### src/ptr_pkg.sv
// Shared types and constants for the polar to rectangular CORDIC pipeline.
// Used by ptr_pre, ptr_cell, ptr_post and polar_to_rectangular_iq.
package ptr_pkg;

  // One rotation cell per CORDIC iteration.
  localparam int unsigned NUM_CELLS = 30;

  // The amplitude is aligned to Q31 and scaled to Q39, so the datapath widths do not
  // depend on the sample width.
  localparam int unsigned XY_WIDTH = 42;
  localparam int unsigned Z_WIDTH  = 33;

  // Inverse CORDIC gain, 0.60725293500888 in Q30.
  localparam logic [30:0] GAIN_INV = 31'd652032874;

  // atan(2^-i) as a fraction of a 32-bit full turn.
  localparam logic [31:0] ATAN_TURN [NUM_CELLS] = '{
    32'h20000000, 32'h12E4051E, 32'h09FB385B, 32'h051111D4, 32'h028B0D43,
    32'h0145D7E1, 32'h00A2F61E, 32'h00517C55, 32'h0028BE53, 32'h00145F2F,
    32'h000A2F98, 32'h000517CC, 32'h00028BE6, 32'h000145F3, 32'h0000A2FA,
    32'h0000517D, 32'h000028BE, 32'h0000145F, 32'h00000A30, 32'h00000518,
    32'h0000028C, 32'h00000146, 32'h000000A3, 32'h00000051, 32'h00000029,
    32'h00000014, 32'h0000000A, 32'h00000005, 32'h00000003, 32'h00000001
  };

  // Data handed from one pipeline stage to the next.
  typedef struct packed {
    logic [1:0]                 quad;
    logic signed [XY_WIDTH-1:0] x;
    logic signed [XY_WIDTH-1:0] y;
    logic signed [Z_WIDTH-1:0]  z;
  } rot_t;

endpackage

### src/ptr_post.sv
// Output stage: quadrant unfold, round half up, saturate and the output register.
// Depends on ptr_pkg.
module ptr_post #(
  parameter int unsigned SAMPLE_WIDTH = 16
) (
  input  logic                           clk_i,
  input  logic                           rst_ni,
  input  logic                           en_i,
  input  logic                           valid_i,
  input  ptr_pkg::rot_t                  data_i,
  output logic                           valid_o,
  output logic signed [SAMPLE_WIDTH-1:0] sine_o,
  output logic signed [SAMPLE_WIDTH-1:0] cosine_o
);

  localparam int unsigned RW    = ptr_pkg::XY_WIDTH + 1;
  localparam int unsigned SHIFT = 40 - SAMPLE_WIDTH;
  localparam logic signed [RW-1:0] ROUND = RW'(1) << (SHIFT - 1);
  localparam logic signed [RW-1:0] HI    = (RW'(1) << (SAMPLE_WIDTH - 1)) - RW'(1);
  localparam logic signed [RW-1:0] LO    = ~HI;

  localparam logic [1:0] QUAD_FIRST  = 2'd0;
  localparam logic [1:0] QUAD_SECOND = 2'd1;
  localparam logic [1:0] QUAD_THIRD  = 2'd2;
  localparam logic [1:0] QUAD_FOURTH = 2'd3;

  logic signed [RW-1:0]           c, s, so, co;
  logic signed [SAMPLE_WIDTH-1:0] sine_d, cosine_d, sine_q, cosine_q;
  logic                           valid_q;

  function automatic logic signed [SAMPLE_WIDTH-1:0] round_sat(
    input logic signed [RW-1:0] v
  );
    logic signed [RW-1:0] r;
    r = (v + ROUND) >>> SHIFT;
    if (r > HI) begin
      r = HI;
    end else if (r < LO) begin
      r = LO;
    end
    return SAMPLE_WIDTH'(r);
  endfunction

  always_comb begin
    c = RW'(data_i.x);
    s = RW'(data_i.y);
    case (data_i.quad)
      QUAD_FIRST: begin
        so = s;
        co = c;
      end
      QUAD_SECOND: begin
        so = c;
        co = -s;
      end
      QUAD_THIRD: begin
        so = -s;
        co = -c;
      end
      QUAD_FOURTH: begin
        so = -c;
        co = s;
      end
      default: begin
        so = s;
        co = c;
      end
    endcase
    sine_d   = round_sat(so);
    cosine_d = round_sat(co);
  end

  always_ff @(posedge clk_i or negedge rst_ni) begin
    if (!rst_ni) begin
      valid_q <= 1'b0;
    end else if (en_i) begin
      valid_q <= valid_i;
    end
  end

  always_ff @(posedge clk_i) begin
    if (en_i) begin
      sine_q   <= sine_d;
      cosine_q <= cosine_d;
    end
  end

  assign valid_o  = valid_q;
  assign sine_o   = sine_q;
  assign cosine_o = cosine_q;

endmodule

### config.mk
export PLATFORM = sky130hd
export DESIGN_NAME = ptr_post
export DESIGN_NICKNAME = d
export VERILOG_FILES = /design/src/ptr_pkg.sv /design/src/ptr_post.sv
export SDC_FILE = /design/constraint.sdc
export NUM_CORES = 1
export LEC_CHECK = 0
export BUFFER_PORTS_ARGS = -buffer_cell sky130_fd_sc_hd__buf_2
export CAP_MARGIN = 25
export CORE_UTILIZATION = 48
export DETAILED_ROUTE_END_ITERATION = 7
export GPL_ROUTABILITY_DRIVEN = 0
export PLACE_DENSITY_LB_ADDON = 0.2
export SYNTH_ARGS = -nofsm -noshare
export SYNTH_HDL_FRONTEND = slang
export SYNTH_SLANG_ARGS = --single-unit
### constraint.sdc
create_clock -name clk_i -period 1.7 [get_ports clk_i]
set_input_delay 0.255 -clock clk_i [delete_from_list [all_inputs] [get_ports clk_i]]
set_output_delay 0.255 -clock clk_i [all_outputs]
set_load 0.01 [all_outputs]
==> impl_metrics.yaml <==
run_status:
  outcome: "complete, but fails checks"
  violations: "DRC, setup timing"
worst_setup_path:
  startpoint_type: "input pin"
  cp_common_cell: "or4_4"
  crit_fanout: 7
  r2r_start: "valid_o"
  worst_r2r_endpoint: "valid_o"
  reg2reg_depth: 1
  crit_chain: "buf_6 -> or4_4 -> or4_4 -> or3_4 -> a32o_2 -> nor3_4 -> nand4_1 -> nor4_4 -> a311oi_2 -> nor3b_2 -> buf_4 -> o21ai_1"
  arrival_ns: 3.61
  slowest_stage: "or4_4"
  r2r_setup_slack_ns: 0.96
  path_class: "in2reg"
  end_kind: "flip-flop"
  max_stage_delay_ns: 0.54
  critPathRequiredTime_ns: 1.74
timing:
  setup_slack_ns: -1.87
  fin_skew_ns: 0
  slew-limit-headroom_pct: 63.8
  period_needed_ns: 3.57
  tns_ns: -58.36
  rsz0062_at_grt: "true"
  max_freq_ghz: 0.280
  finalHoldWorstSlack_ns: 0.200
  maxSlewViolCount: 0
  final_hold_viol_count: 0
  worst_pin_slew_ns: 0.541
  fin_crit_sh_pct: 210
  final-setup-viol-count: 32
worst_hold_path:
  worst_hold_startpoint: "valid_i"
  hold_path_class: "in2reg"
  whs_path_depth: 2
  hold_end: "valid_o"
synthesis:
  synthFlopType: "edfxtp_1"
  syn-cell-area_sq_um: 4640
  synth_top_cell_by_area: "edfxtp_1"
  yosys_warnings: 0
  synthTopCellsByArea: "edfxtp_1, nand2_1, o22ai_1"
  synth_top_area_share_pct: 20.7
  ys_top_cells_by_count: "nand2_1, nor2_1, clkbuf_1, edfxtp_1"
  synth_edf_count: 32
  postSynthCellCount: 602
  synth_seq_area_share_pct: 21.2
  async_reset_ff_share_pct: 3.03
  yosysMostFrequentCell: "nand2_1"
  ys_seq_elements: 33
  synthDistinctLibCells: 76
  synth_nets: 727
  syn_area_per_cell_sq_um: 7.71
detailed_routing:
  drt_iter0_drc: 812
  drtPass1Iterations: 8
  post_drt_wl_per_cell_um: 19.1
  ant_nets: 0
  vias: 6716
  viasPerCell: 6.51
  routed_wl_um: 19800
  drc_errors: 12
power_and_ir_drop:
  p_per_area_nw_per_um2: 470
  ir_drop_uv: 634
  leakage_nw: 3.12
global_route:
  overflow: 0
  antenna_found_initial: 0
  first_global_vias: 6256
  grt_max_degree: 29
  track_usage_pct: 37.0
  grt_pass1_wl_um: 29700
final_layout:
  area_growth_pct: 63.5
  drive_gt1_share_pct: 50.2
  filler_cell_count: 623
  diodes: 0
  fin_cells: 1032
  nets: 1027
  utilization_pct: 81.8
clock_network:
  clk_latency_ns: 0.28
  cts_tree: "yes"
  htree_levels: 2
  clkSlewWorstSetupHoldPaths_ns: 0.07
  clkSinkCount: 33
  root_buffer: "clkbuf_8"
  numCtsBuffers: 5
  clk_path_buf_depth: 2
die:
  die_h_um: 100
  ios: 156
  core_sq_um: 9280
  initial_core_util_pct: 50.0
  core.rowCount: 35
  die_w_um: 100
  die_area_sq_um: 10100
placed_design:
  dp_slack_ns: -2.21
  dp_hpwl_um: 14600
  dp.cells: 1010
  port_buffers: 122
job:
  drv_cap: 0
[cells in the final DEF (no fill, tap or decap), types with 8 or more instances in the layout]
master / instances
buf_4: 207
buf_2: 119
nand2_1: 51
nor2_1: 43
edfxtp_1: 32
o21ai_0: 25
nor3_1: 24
nand3_1: 18
xnor2_1: 17
a21oi_1: 15
and3_1: 13
o22ai_2: 12
o21ai_2: 12
nor4_1: 11
or3_1: 11
o31ai_1: 11
o211ai_1: 11
o22ai_1: 11
xor2_1: 11
a211oi_1: 10
inv_1: 9
or4_1: 9
nand4_1: 8
or4_4: 8
buf_6: 8
[metrics by stage]
step | area (sq um) | total power, mW
final | 7590 | 3.57
after global routing | 7590 | 3.74
after CTS | 7230 | 3.33
after detailed placement | 6930 | 2.69
after global placement | 6930 | 2.64
after floorplan | 4810 | 1.91
[where the power goes]
part           leakage (nW)  internal, mW  switching [mW]  total (mW)
combinational          2.75         0.919            1.01        1.93
sequential            0.326          1.04          0.0227        1.06
clock                0.0439         0.282           0.298       0.580
total                  3.12          2.24            1.33        3.57
[critical path, delay by kind of cell]
family	cells	cell delay (ns)
compound gates	3	0.54
buf+inv	2	0.31
simple gates	7	2.50
[per-layer routing]
layer,routed length [um],track usage (%),vias to the layer above
met1,7160,44.5,3073
met4,1290,25.1,0
met3,1890,4.74,145
met5,0,0,-
li1,-,-,3015
met2,9410,61.6,483
[how the worst max path moves through the flow]
stage | depth (start not counted) | slack [ns] | to | startpoint
2_1_floorplan | 11 | -1.95 | cosine_o[4] | data_i[91]
3_3_place_gp | 12 | -2.04 | cosine_o[12] | data_i[49]
3_5_place_dp | 12 | -2.21 | cosine_o[14] | data_i[49]
4_1_cts | 13 | -1.78 | sine_o[12] | data_i[49]
5_1_grt | 12 | -1.99 | cosine_o[3] | data_i[88]
6_report | 12 | -1.87 | cosine_o[2] | data_i[88]
[cell type report]
type	count	area, sq um	area share [%]
Inverter	9	33.8	0.445
Clock buffer	5	68.8	0.906
Clock inverter	3	17.5	0.231
Multi-Input combinational cell	514	3990	52.6
Sequential cell	33	986	13.0
Timing Repair Buffer	339	2330	30.8
Tap cell	129	161	2.13
[repair_timing]
action	CTS	global route
pin swaps	27	22
endpoints found under the hold margin	1	0
buffers inserted	6	5
cloned	1	1
hold buffers	1	0
resized for setup	37	51
setup endpoints to repair	32	32
[cells by family (layout without fill, tap and decap cells)]
logic type      after synthesis  in the layout  share of synthesized area (%)
simple gates                268            268                           32.3
compound gates              201            201                           31.7
buf+inv                      55            356                           4.80
flops                        33             33                           21.2
fa+ha+maj                     2              2                          0.539
mux                          14             14                           3.93
xor+xnor                     29             29                           5.47
[state kept, by name (all words and copies together), names as in the netlist]
name / cells
sine_o: 16
cosine_o: 16
valid_o: 1
Power figures use the tool's default switching activity.
