$ cat src/ptr_pkg.sv
// Shared types and constants for the polar to rectangular CORDIC pipeline.
// Used by ptr_pre, ptr_cell, ptr_post and polar_to_rectangular_iq.
package ptr_pkg;

  // One rotation cell per CORDIC iteration.
  localparam int unsigned NUM_CELLS = 30;

  // The amplitude is aligned to Q31 and scaled to Q39, so the datapath widths do not
  // depend on the sample width.
  localparam int unsigned XY_WIDTH = 42;
  localparam int unsigned Z_WIDTH  = 33;

  // Inverse CORDIC gain, 0.60725293500888 in Q30.
  localparam logic [30:0] GAIN_INV = 31'd652032874;

  // atan(2^-i) as a fraction of a 32-bit full turn.
  localparam logic [31:0] ATAN_TURN [NUM_CELLS] = '{
    32'h20000000, 32'h12E4051E, 32'h09FB385B, 32'h051111D4, 32'h028B0D43,
    32'h0145D7E1, 32'h00A2F61E, 32'h00517C55, 32'h0028BE53, 32'h00145F2F,
    32'h000A2F98, 32'h000517CC, 32'h00028BE6, 32'h000145F3, 32'h0000A2FA,
    32'h0000517D, 32'h000028BE, 32'h0000145F, 32'h00000A30, 32'h00000518,
    32'h0000028C, 32'h00000146, 32'h000000A3, 32'h00000051, 32'h00000029,
    32'h00000014, 32'h0000000A, 32'h00000005, 32'h00000003, 32'h00000001
  };

  // Data handed from one pipeline stage to the next.
  typedef struct packed {
    logic [1:0]                 quad;
    logic signed [XY_WIDTH-1:0] x;
    logic signed [XY_WIDTH-1:0] y;
    logic signed [Z_WIDTH-1:0]  z;
  } rot_t;

endpackage

$ cat src/ptr_pre.sv
// Input stage: gain compensation multiply and angle split into quadrant and residual.
// Depends on ptr_pkg.
module ptr_pre #(
  parameter int unsigned SAMPLE_WIDTH = 16,
  parameter int unsigned ANGLE_WIDTH  = 16
) (
  input  logic                           clk_i,
  input  logic                           rst_ni,
  input  logic                           en_i,
  input  logic                           valid_i,
  input  logic signed [SAMPLE_WIDTH-1:0] magnitude_i,
  input  logic [ANGLE_WIDTH-1:0]         phase_i,
  output logic                           valid_o,
  output ptr_pkg::rot_t                  data_o
);

  localparam int unsigned PROD_WIDTH = SAMPLE_WIDTH + 31;

  logic signed [PROD_WIDTH-1:0] prod_d, prod_q;
  logic [31:0]                  angle;
  logic [1:0]                   quad_q;
  logic [29:0]                  resid_q;
  logic                         valid_q;
  logic signed [63:0]           x_wide;

  always_comb begin
    prod_d = magnitude_i * $signed(ptr_pkg::GAIN_INV);
    angle  = 32'(phase_i) << (32 - ANGLE_WIDTH);
  end

  always_ff @(posedge clk_i or negedge rst_ni) begin
    if (!rst_ni) begin
      valid_q <= 1'b0;
    end else if (en_i) begin
      valid_q <= valid_i;
    end
  end

  always_ff @(posedge clk_i) begin
    if (en_i) begin
      prod_q  <= prod_d;
      quad_q  <= angle[31:30];
      resid_q <= angle[29:0];
    end
  end

  // Align the product to Q31 times Q30, then drop 22 bits with floor to reach Q39.
  always_comb begin
    x_wide      = 64'(prod_q);
    x_wide      = (x_wide <<< (32 - SAMPLE_WIDTH)) >>> 22;
    data_o.quad = quad_q;
    data_o.x    = ptr_pkg::XY_WIDTH'(x_wide);
    data_o.y    = '0;
    data_o.z    = ptr_pkg::Z_WIDTH'(resid_q);
  end

  assign valid_o = valid_q;

endmodule

$ cat config.mk
export PLATFORM = sky130hd
export DESIGN_NAME = ptr_pre
export DESIGN_NICKNAME = d
export VERILOG_FILES = /design/src/ptr_pkg.sv /design/src/ptr_pre.sv
export SDC_FILE = /design/constraint.sdc
export NUM_CORES = 1
export LEC_CHECK = 0
export BUFFER_PORTS_ARGS = -buffer_cell sky130_fd_sc_hd__buf_4
export CORE_MARGIN = 10
export CORE_UTILIZATION = 50
export CTS_CLUSTER_SIZE = 14
export DETAILED_ROUTE_END_ITERATION = 7
export HOLD_SLACK_MARGIN = 0.12
export PLACE_DENSITY = 0.71
export SYNTH_ARGS = -nofsm -noshare
export SYNTH_HDL_FRONTEND = slang
export SYNTH_SLANG_ARGS = --single-unit
$ cat constraint.sdc
create_clock -name clk_i -period 2 [get_ports clk_i]
set_clock_uncertainty 0.2 [all_clocks]
set_input_delay 0.4 -clock clk_i [delete_from_list [all_inputs] [get_ports clk_i]]
set_output_delay 0.4 -clock clk_i [all_outputs]
set_load 0.02 [all_outputs]
==> impl_metrics.csv, run 1 <==
group,metric,value,unit
floorplan,start_util,0.507,
yosys,synth-edff-count,57,
cells_and_area,ff_latch_area,1740,um^2
route,postRouteAntennaNets,0,
floorplan,fp.dieW,166,um
timing,finalSetupTns,-125.79,ns
route,vias_per_cell,5.02,
worst_setup_path,path_buf_inv,6,
status,status,"complete, but fails checks",
yosys,yosys_warnings,0,
cells_and_area,nNetsFinal,1782,
cells_and_area,syn2layout_area_growth,42.7,%
yosys,ys_async_sr_fraction,0.0172,
worst_setup_path,endpoint_kind,"flop",
clock_tree,clockRootBuffer,"clkbuf_16",
timing,rsz0062_at_grt,"yes",
yosys,synthTopCellsByCount,"inv_1, fa_1, ha_1, buf_4, edfxtp_1",
grt,grt_max_degree,33,
worst_setup_path,start_kind,"primary input",
floorplan,dieArea,27600,um^2
yosys,yosysMostFrequentCell,"inv_1",
cells_and_area,design_area,15200,um^2
worst_setup_path,ff2ff_path_depth,1,
flow_run,drv_cap,0,
route,finalWirelength,31900,um
worst_setup_path,slowest_stage,"fa_1",
route,wire_per_inst,18.9,um
yosys,ys_types,49,
worst_setup_path,arrival,5.58,ns
timing,fin_crit,5.71,ns
cells_and_area,drive_gt1_frac,0.404,
yosys,syn_area_per_cell,10.2,um^2
worst_setup_path,cp.depth,21,
grt,grt_pass1_wl,49200,um
route,dr.pass1.iters,5,
route,drcViolationCount,0,
floorplan,num_io_pins,156,
yosys,yosysTopAreaCellShare,0.325,
clock_tree,clock_sinks,58,
yosys,yosysTopAreaCell,"fa_1",
clock_tree,path_clk_slew,0.05,ns
place,placed_area,13600,um^2
timing,period_share,2.85,
worst_setup_path,crit_fanout,4,
cells_and_area,fin_util,0.724,
place,place_congestion,1.07,
yosys,syn_area,10700,um^2
clock_tree,clockBufferDepth,2,
worst_setup_path,cpMostUsedCell,"fa_1",
min_path,hold_class,"in2async",
grt,first_global_vias,9249,
place,io_buffers,94,
grt,grt-ovfl-total,0,
status,violations,"setup timing",
route,drt_iter0_markers,360,
timing,max_freq,175,MHz
clock_tree,htreeDepth,3,
worst_setup_path,path_cells,"buf_8 > fa_1 > inv_2 > fa_1 > fa_1 > fa_1 > fa_1 > fa_2 > inv_2 > ha_4 > buf_6 > o21ai_0 > a21oi_1 > a21oi_2 > a21oi_4 > buf_4 > buf_6 > a31oi_4 > nor2_1 > nor2_1 > xnor2_1",
worst_setup_path,cp_top_family,"adder cells",
yosys,synth_area_leaders,"fa_1, ha_1, edfxtp_1",
grt,antenna_found_initial,0,
floorplan,rows,53,
worst_setup_path,max_stage_delay,0.60,ns
worst_setup_path,crit_type,"in2reg",
timing,finalWorstSetupSlack,-3.71,ns
cells_and_area,n_fill_cell,1511,
grt,grt_usage,0.222,
floorplan,die_y,166,um
timing,slew_violations,0,
cells_and_area,multi_input_area,8760,um^2
timing,hold_violations,0,
clock_tree,cts_inserted_buffers,9,
yosys,ys_seq_area_frac,0.163,
place,pre_cts_slack,-4.05,ns
worst_setup_path,r2r_slack,1.04,ns
yosys,ys_ff_latch,58,
yosys,synth_cells,1042,
clock_tree,tritoncts,"done",
place,dp_hpwl,26000,um
cells_and_area,n_antenna_cell,0,
clock_tree,clock_latency,0.32,ns
timing,setup_viol,41,
yosys,synth-main-ff-cell,"edfxtp_1",
floorplan,fp.coreArea,21000,um^2
route,num_vias,8468,
worst_setup_path,worst_ep_required_time,1.87,ns
[what timing repair did]
action                     CTS  global route
setup buffers               18            15
cloned                       0             0
pin swaps                   69            57
setup endpoints to repair   41            41
resized for setup          146            58
hold buffers                18             0
hold endpoints to repair    18             0
[state kept, by name, indices dropped and copies added, names as in the netlist]
name,count
prod_q,41
resid_q,14
quad_q,2
valid_o,1
[area by class of cell]
cell class / instances / area share
repair buffers: 372 / 0.199
flip-flops and latches: 58 / 0.114
inverters: 274 / 0.0682
clock inverters: 6 / 0.00535
multi-input cells: 691 / 0.576
clock buffers: 10 / 0.0150
well taps: 275 / 0.0226
[stage by stage]
step	hold slack, ns	std cells
after floorplan	-0.0956	1102
after global placement	-0.0242	1627
after detailed placement	-0.0230	1627
after CTS	0.181	1674
after global routing	0.193	1686
final	0.198	1686
[path summary, 6_finish.rpt]
path                                      from     endpoint
worst max-delay path            magnitude_i[6]   prod_q[28]
worst min-delay path                    rst_ni      valid_o
worst max register to register         valid_o      valid_o
worst min register to register         valid_o      valid_o
max in group asynchronous               rst_ni      valid_o
min in group clk_i                        en_i  resid_q[17]
[cell usage in the layout, fill, tap and decap left out, types with 3 or more instances in the layout]
master         instances
buf_4                313
inv_1                238
fa_1                 152
ha_1                 116
conb_1                61
edfxtp_1              57
ha_4                  47
buf_6                 35
inv_2                 33
nand2_1               30
a21o_1                28
a21oi_1               25
fa_2                  21
nor2_1                18
dlygate4sd3_1         18
xor2_1                16
a21oi_2               15
xnor2_1               15
nand4_1               13
o21ai_2               12
o21ai_1               12
nand2_2               10
a21oi_4                9
clkbuf_16              9
xnor2_2                8
nand2b_1               6
nand3_1                6
a31oi_1                5
nor2_4                 4
nor3_1                 4
ha_2                   4
o21ai_0                3
o211ai_2               3
a211oi_2               3
nor2_2                 3
o21bai_1               3
buf_8                  3
buf_12                 3
[routing by layer]
metal,track usage,vias to the layer above,wire length [um]
li1,-,3905,-
met1,0.285,4110,13300
met2,0.366,355,15200
met3,0.0331,98,1920
met4,0.0928,0,1490
met5,0,-,0
[kinds of logic after synthesis]
kind of cell | Yosys count | share of synthesized area
xor+xnor | 41 | 0.0337
flops | 58 | 0.163
other cells | 1 | 0.000352
fa+ha+maj | 340 | 0.521
simple gates | 110 | 0.0492
buf+inv | 353 | 0.147
compound gates | 138 | 0.0848
mux | 1 | 0.00106
Power of run 1 is not shown: default switching activity piles up to over one toggle a cycle in this logic, so the estimate is an artifact.
==> inputs of run 2 (changes only) <==
--- a/config.mk
+++ b/config.mk
@@ -5,8 +5,8 @@
 export SDC_FILE = /design/constraint.sdc
 export NUM_CORES = 1
 export LEC_CHECK = 0
+export ABC_AREA = 1
 export BUFFER_PORTS_ARGS = -buffer_cell sky130_fd_sc_hd__buf_4
-export CORE_MARGIN = 10
 export CORE_UTILIZATION = 50
 export CTS_CLUSTER_SIZE = 14
 export DETAILED_ROUTE_END_ITERATION = 7
==> impl_metrics.csv, run 2 <==
group,metric,value,unit
worst_setup_path,crit_type,"in2reg",
cells_and_area,largest_reg_flops,41,
worst_setup_path,crit_fanout,5,
floorplan,dieArea,23800,um^2
worst_setup_path,start_kind,"primary input",
yosys,synthTopCellsByCount,"inv_1, nand2_1, fa_1, ha_1, buf_4",
floorplan,fp.dieW,154,um
status,violations,"setup timing",
timing,finalWorstSetupSlack,-3.11,ns
worst_setup_path,reg2reg_from,"valid_o",
timing,max_freq,196,MHz
yosys,yosysTopAreaCellShare,0.299,
floorplan,start_util,0.510,
yosys,yosysMostFrequentCell,"inv_1",
timing,slew_violations,0,
floorplan,num_io_pins,156,
cells_and_area,ff_latch_area,1740,um^2
cells_and_area,nNetsFinal,2101,
yosys,synth_area_leaders,"fa_1, ha_1, edfxtp_1",
route,dr.pass1.iters,4,
grt,grt_max_degree,25,
clock_tree,clockBufferDepth,2,
grt,grt_pass1_wl,50200,um
yosys,ys_async_sr_fraction,0.0172,
timing,period_share,2.56,
place,place_congestion,0.977,
min_path,hold_class,"in2async",
route,drt_iter0_markers,379,
clock_tree,clockRootBuffer,"clkbuf_16",
worst_setup_path,cpMostUsedCell,"fa_1",
timing,fin_crit,5.11,ns
clock_tree,tritoncts,"done",
worst_setup_path,path_buf_inv,3,
route,postRouteAntennaNets,0,
timing,hold_violations,0,
route,vias_per_cell,4.72,
cells_and_area,drive_gt1_frac,0.418,
clock_tree,clock_latency,0.32,ns
grt,antenna_found_initial,0,
floorplan,rows,55,
cells_and_area,final_cell_mix,"inv_1, buf_4, nand2_1",
route,num_vias,9509,
yosys,syn_area_per_cell,8.45,um^2
worst_setup_path,ff2ff_path_depth,1,
floorplan,die_y,154,um
timing,holdWs,0.193,ns
route,finalWirelength,33300,um
yosys,synth_cells,1371,
worst_setup_path,arrival,4.99,ns
worst_setup_path,r2r_slack,1.06,ns
route,drcViolationCount,0,
cells_and_area,regMostFlops,"prod_q",
worst_setup_path,max_stage_delay,0.59,ns
cells_and_area,n_fill_cell,1633,
yosys,synth-main-ff-cell,"edfxtp_1",
worst_setup_path,worst_ep_required_time,1.88,ns
yosys,syn_area,11600,um^2
clock_tree,path_clk_slew,0.05,ns
worst_setup_path,endpoint_kind,"flop",
worst_setup_path,path_cells,"buf_12 > fa_2 > inv_2 > fa_1 > fa_1 > fa_1 > fa_1 > fa_2 > inv_2 > ha_4 > nand2_4 > nor2_4 > nand2_1 > nor2_1 > nand2_2 > nand3_4 > nand2_2 > nand3_1 > nand2_1",
timing,rsz0062_at_grt,"yes",
cells_and_area,final_common_cell,"inv_1",
yosys,synth-edff-count,57,
place,io_buffers,94,
cells_and_area,syn2layout_area_growth,44.6,%
grt,grt-ovfl-total,0,
flow_run,drv_cap,0,
route,wire_per_inst,16.6,um
worst_setup_path,r2r-end,"valid_o",
status,status,"complete, but fails checks",
cells_and_area,n_antenna_cell,0,
yosys,ys_types,31,
clock_tree,htreeDepth,3,
timing,setup_viol,41,
worst_setup_path,cp_top_family,"adder cells",
worst_setup_path,slowest_stage,"fa_2",
floorplan,fp.coreArea,22700,um^2
grt,first_global_vias,9747,
cells_and_area,top_regs,"prod_q x41, resid_q x14, quad_q x2",
grt,grt_usage,0.281,
cells_and_area,multi_input_area,9900,um^2
yosys,yosys_warnings,0,
place,dp_hpwl,28400,um
yosys,yosysTopAreaCell,"fa_1",
place,pre_cts_slack,-3.46,ns
yosys,ys_ff_latch,58,
worst_setup_path,critPathLaunch,"magnitude_i[4]",
worst_setup_path,crit_end,"prod_q[45]",
clock_tree,cts_inserted_buffers,9,
clock_tree,clock_sinks,58,
worst_setup_path,cp.depth,19,
yosys,ys_seq_area_frac,0.150,
run 2: per-layer routing:
metal  wire length [um]  part of all wire  track usage
met1              14100              0.42        0.354
met2              16500              0.49        0.485
met3               1250             0.038       0.0238
met4               1490             0.045        0.144
met5                  0                 0            0
run 2: logic make-up after synthesis:
kind of cell,synth area share
compound gates,0.0228
xor+xnor,0.0181
fa+ha+maj,0.479
buf+inv,0.174
flops,0.150
mux,0.000972
other cells,0.000324
simple gates,0.154
run 2: worst min-delay path by stage:
| stage | start | end | slack (ns) | depth (start not counted) |
|---|---|---|---|---|
| detailed placement | rst_ni | valid_o | -0.02 | 1 |
| global route | rst_ni | valid_o | 0.20 | 2 |
| finish | rst_ni | valid_o | 0.19 | 2 |
| floorplan | rst_ni | valid_o | -0.1 | 0 |
| CTS | rst_ni | valid_o | 0.19 | 2 |
| global placement | rst_ni | valid_o | -0.03 | 1 |
run 2: metrics by stage:
stage | TNS (ns) | instance area [um^2] | util | instances
final | -113.25 | 16700 | 0.737 | 2014
after global routing | -118.01 | 16700 | 0.737 | 2014
after CTS | -111.32 | 16000 | 0.704 | 1993
after detailed placement | -128.61 | 14700 | 0.647 | 1941
after global placement | -126.93 | 14700 | 0.647 | 1941
after floorplan | -104.82 | 12600 | - | 1431
run 2: area by class of cell:
class	instances	share of cell area
clock inverter	4	0.00261
multi-input combinational	897	0.591
clock buffer	11	0.0139
tap	285	0.0213
timing repair buffer	345	0.173
inverter	414	0.0943
sequential	58	0.104
run 2: repair_timing:
action	4_1_cts	5_1_grt
endpoints found under the setup margin	41	41
resized for setup	171	171
hold buffers	18	0
pin swaps	99	114
endpoints found under the hold margin	18	0
setup buffers	22	24
Power of run 2 is left out for the same reason.
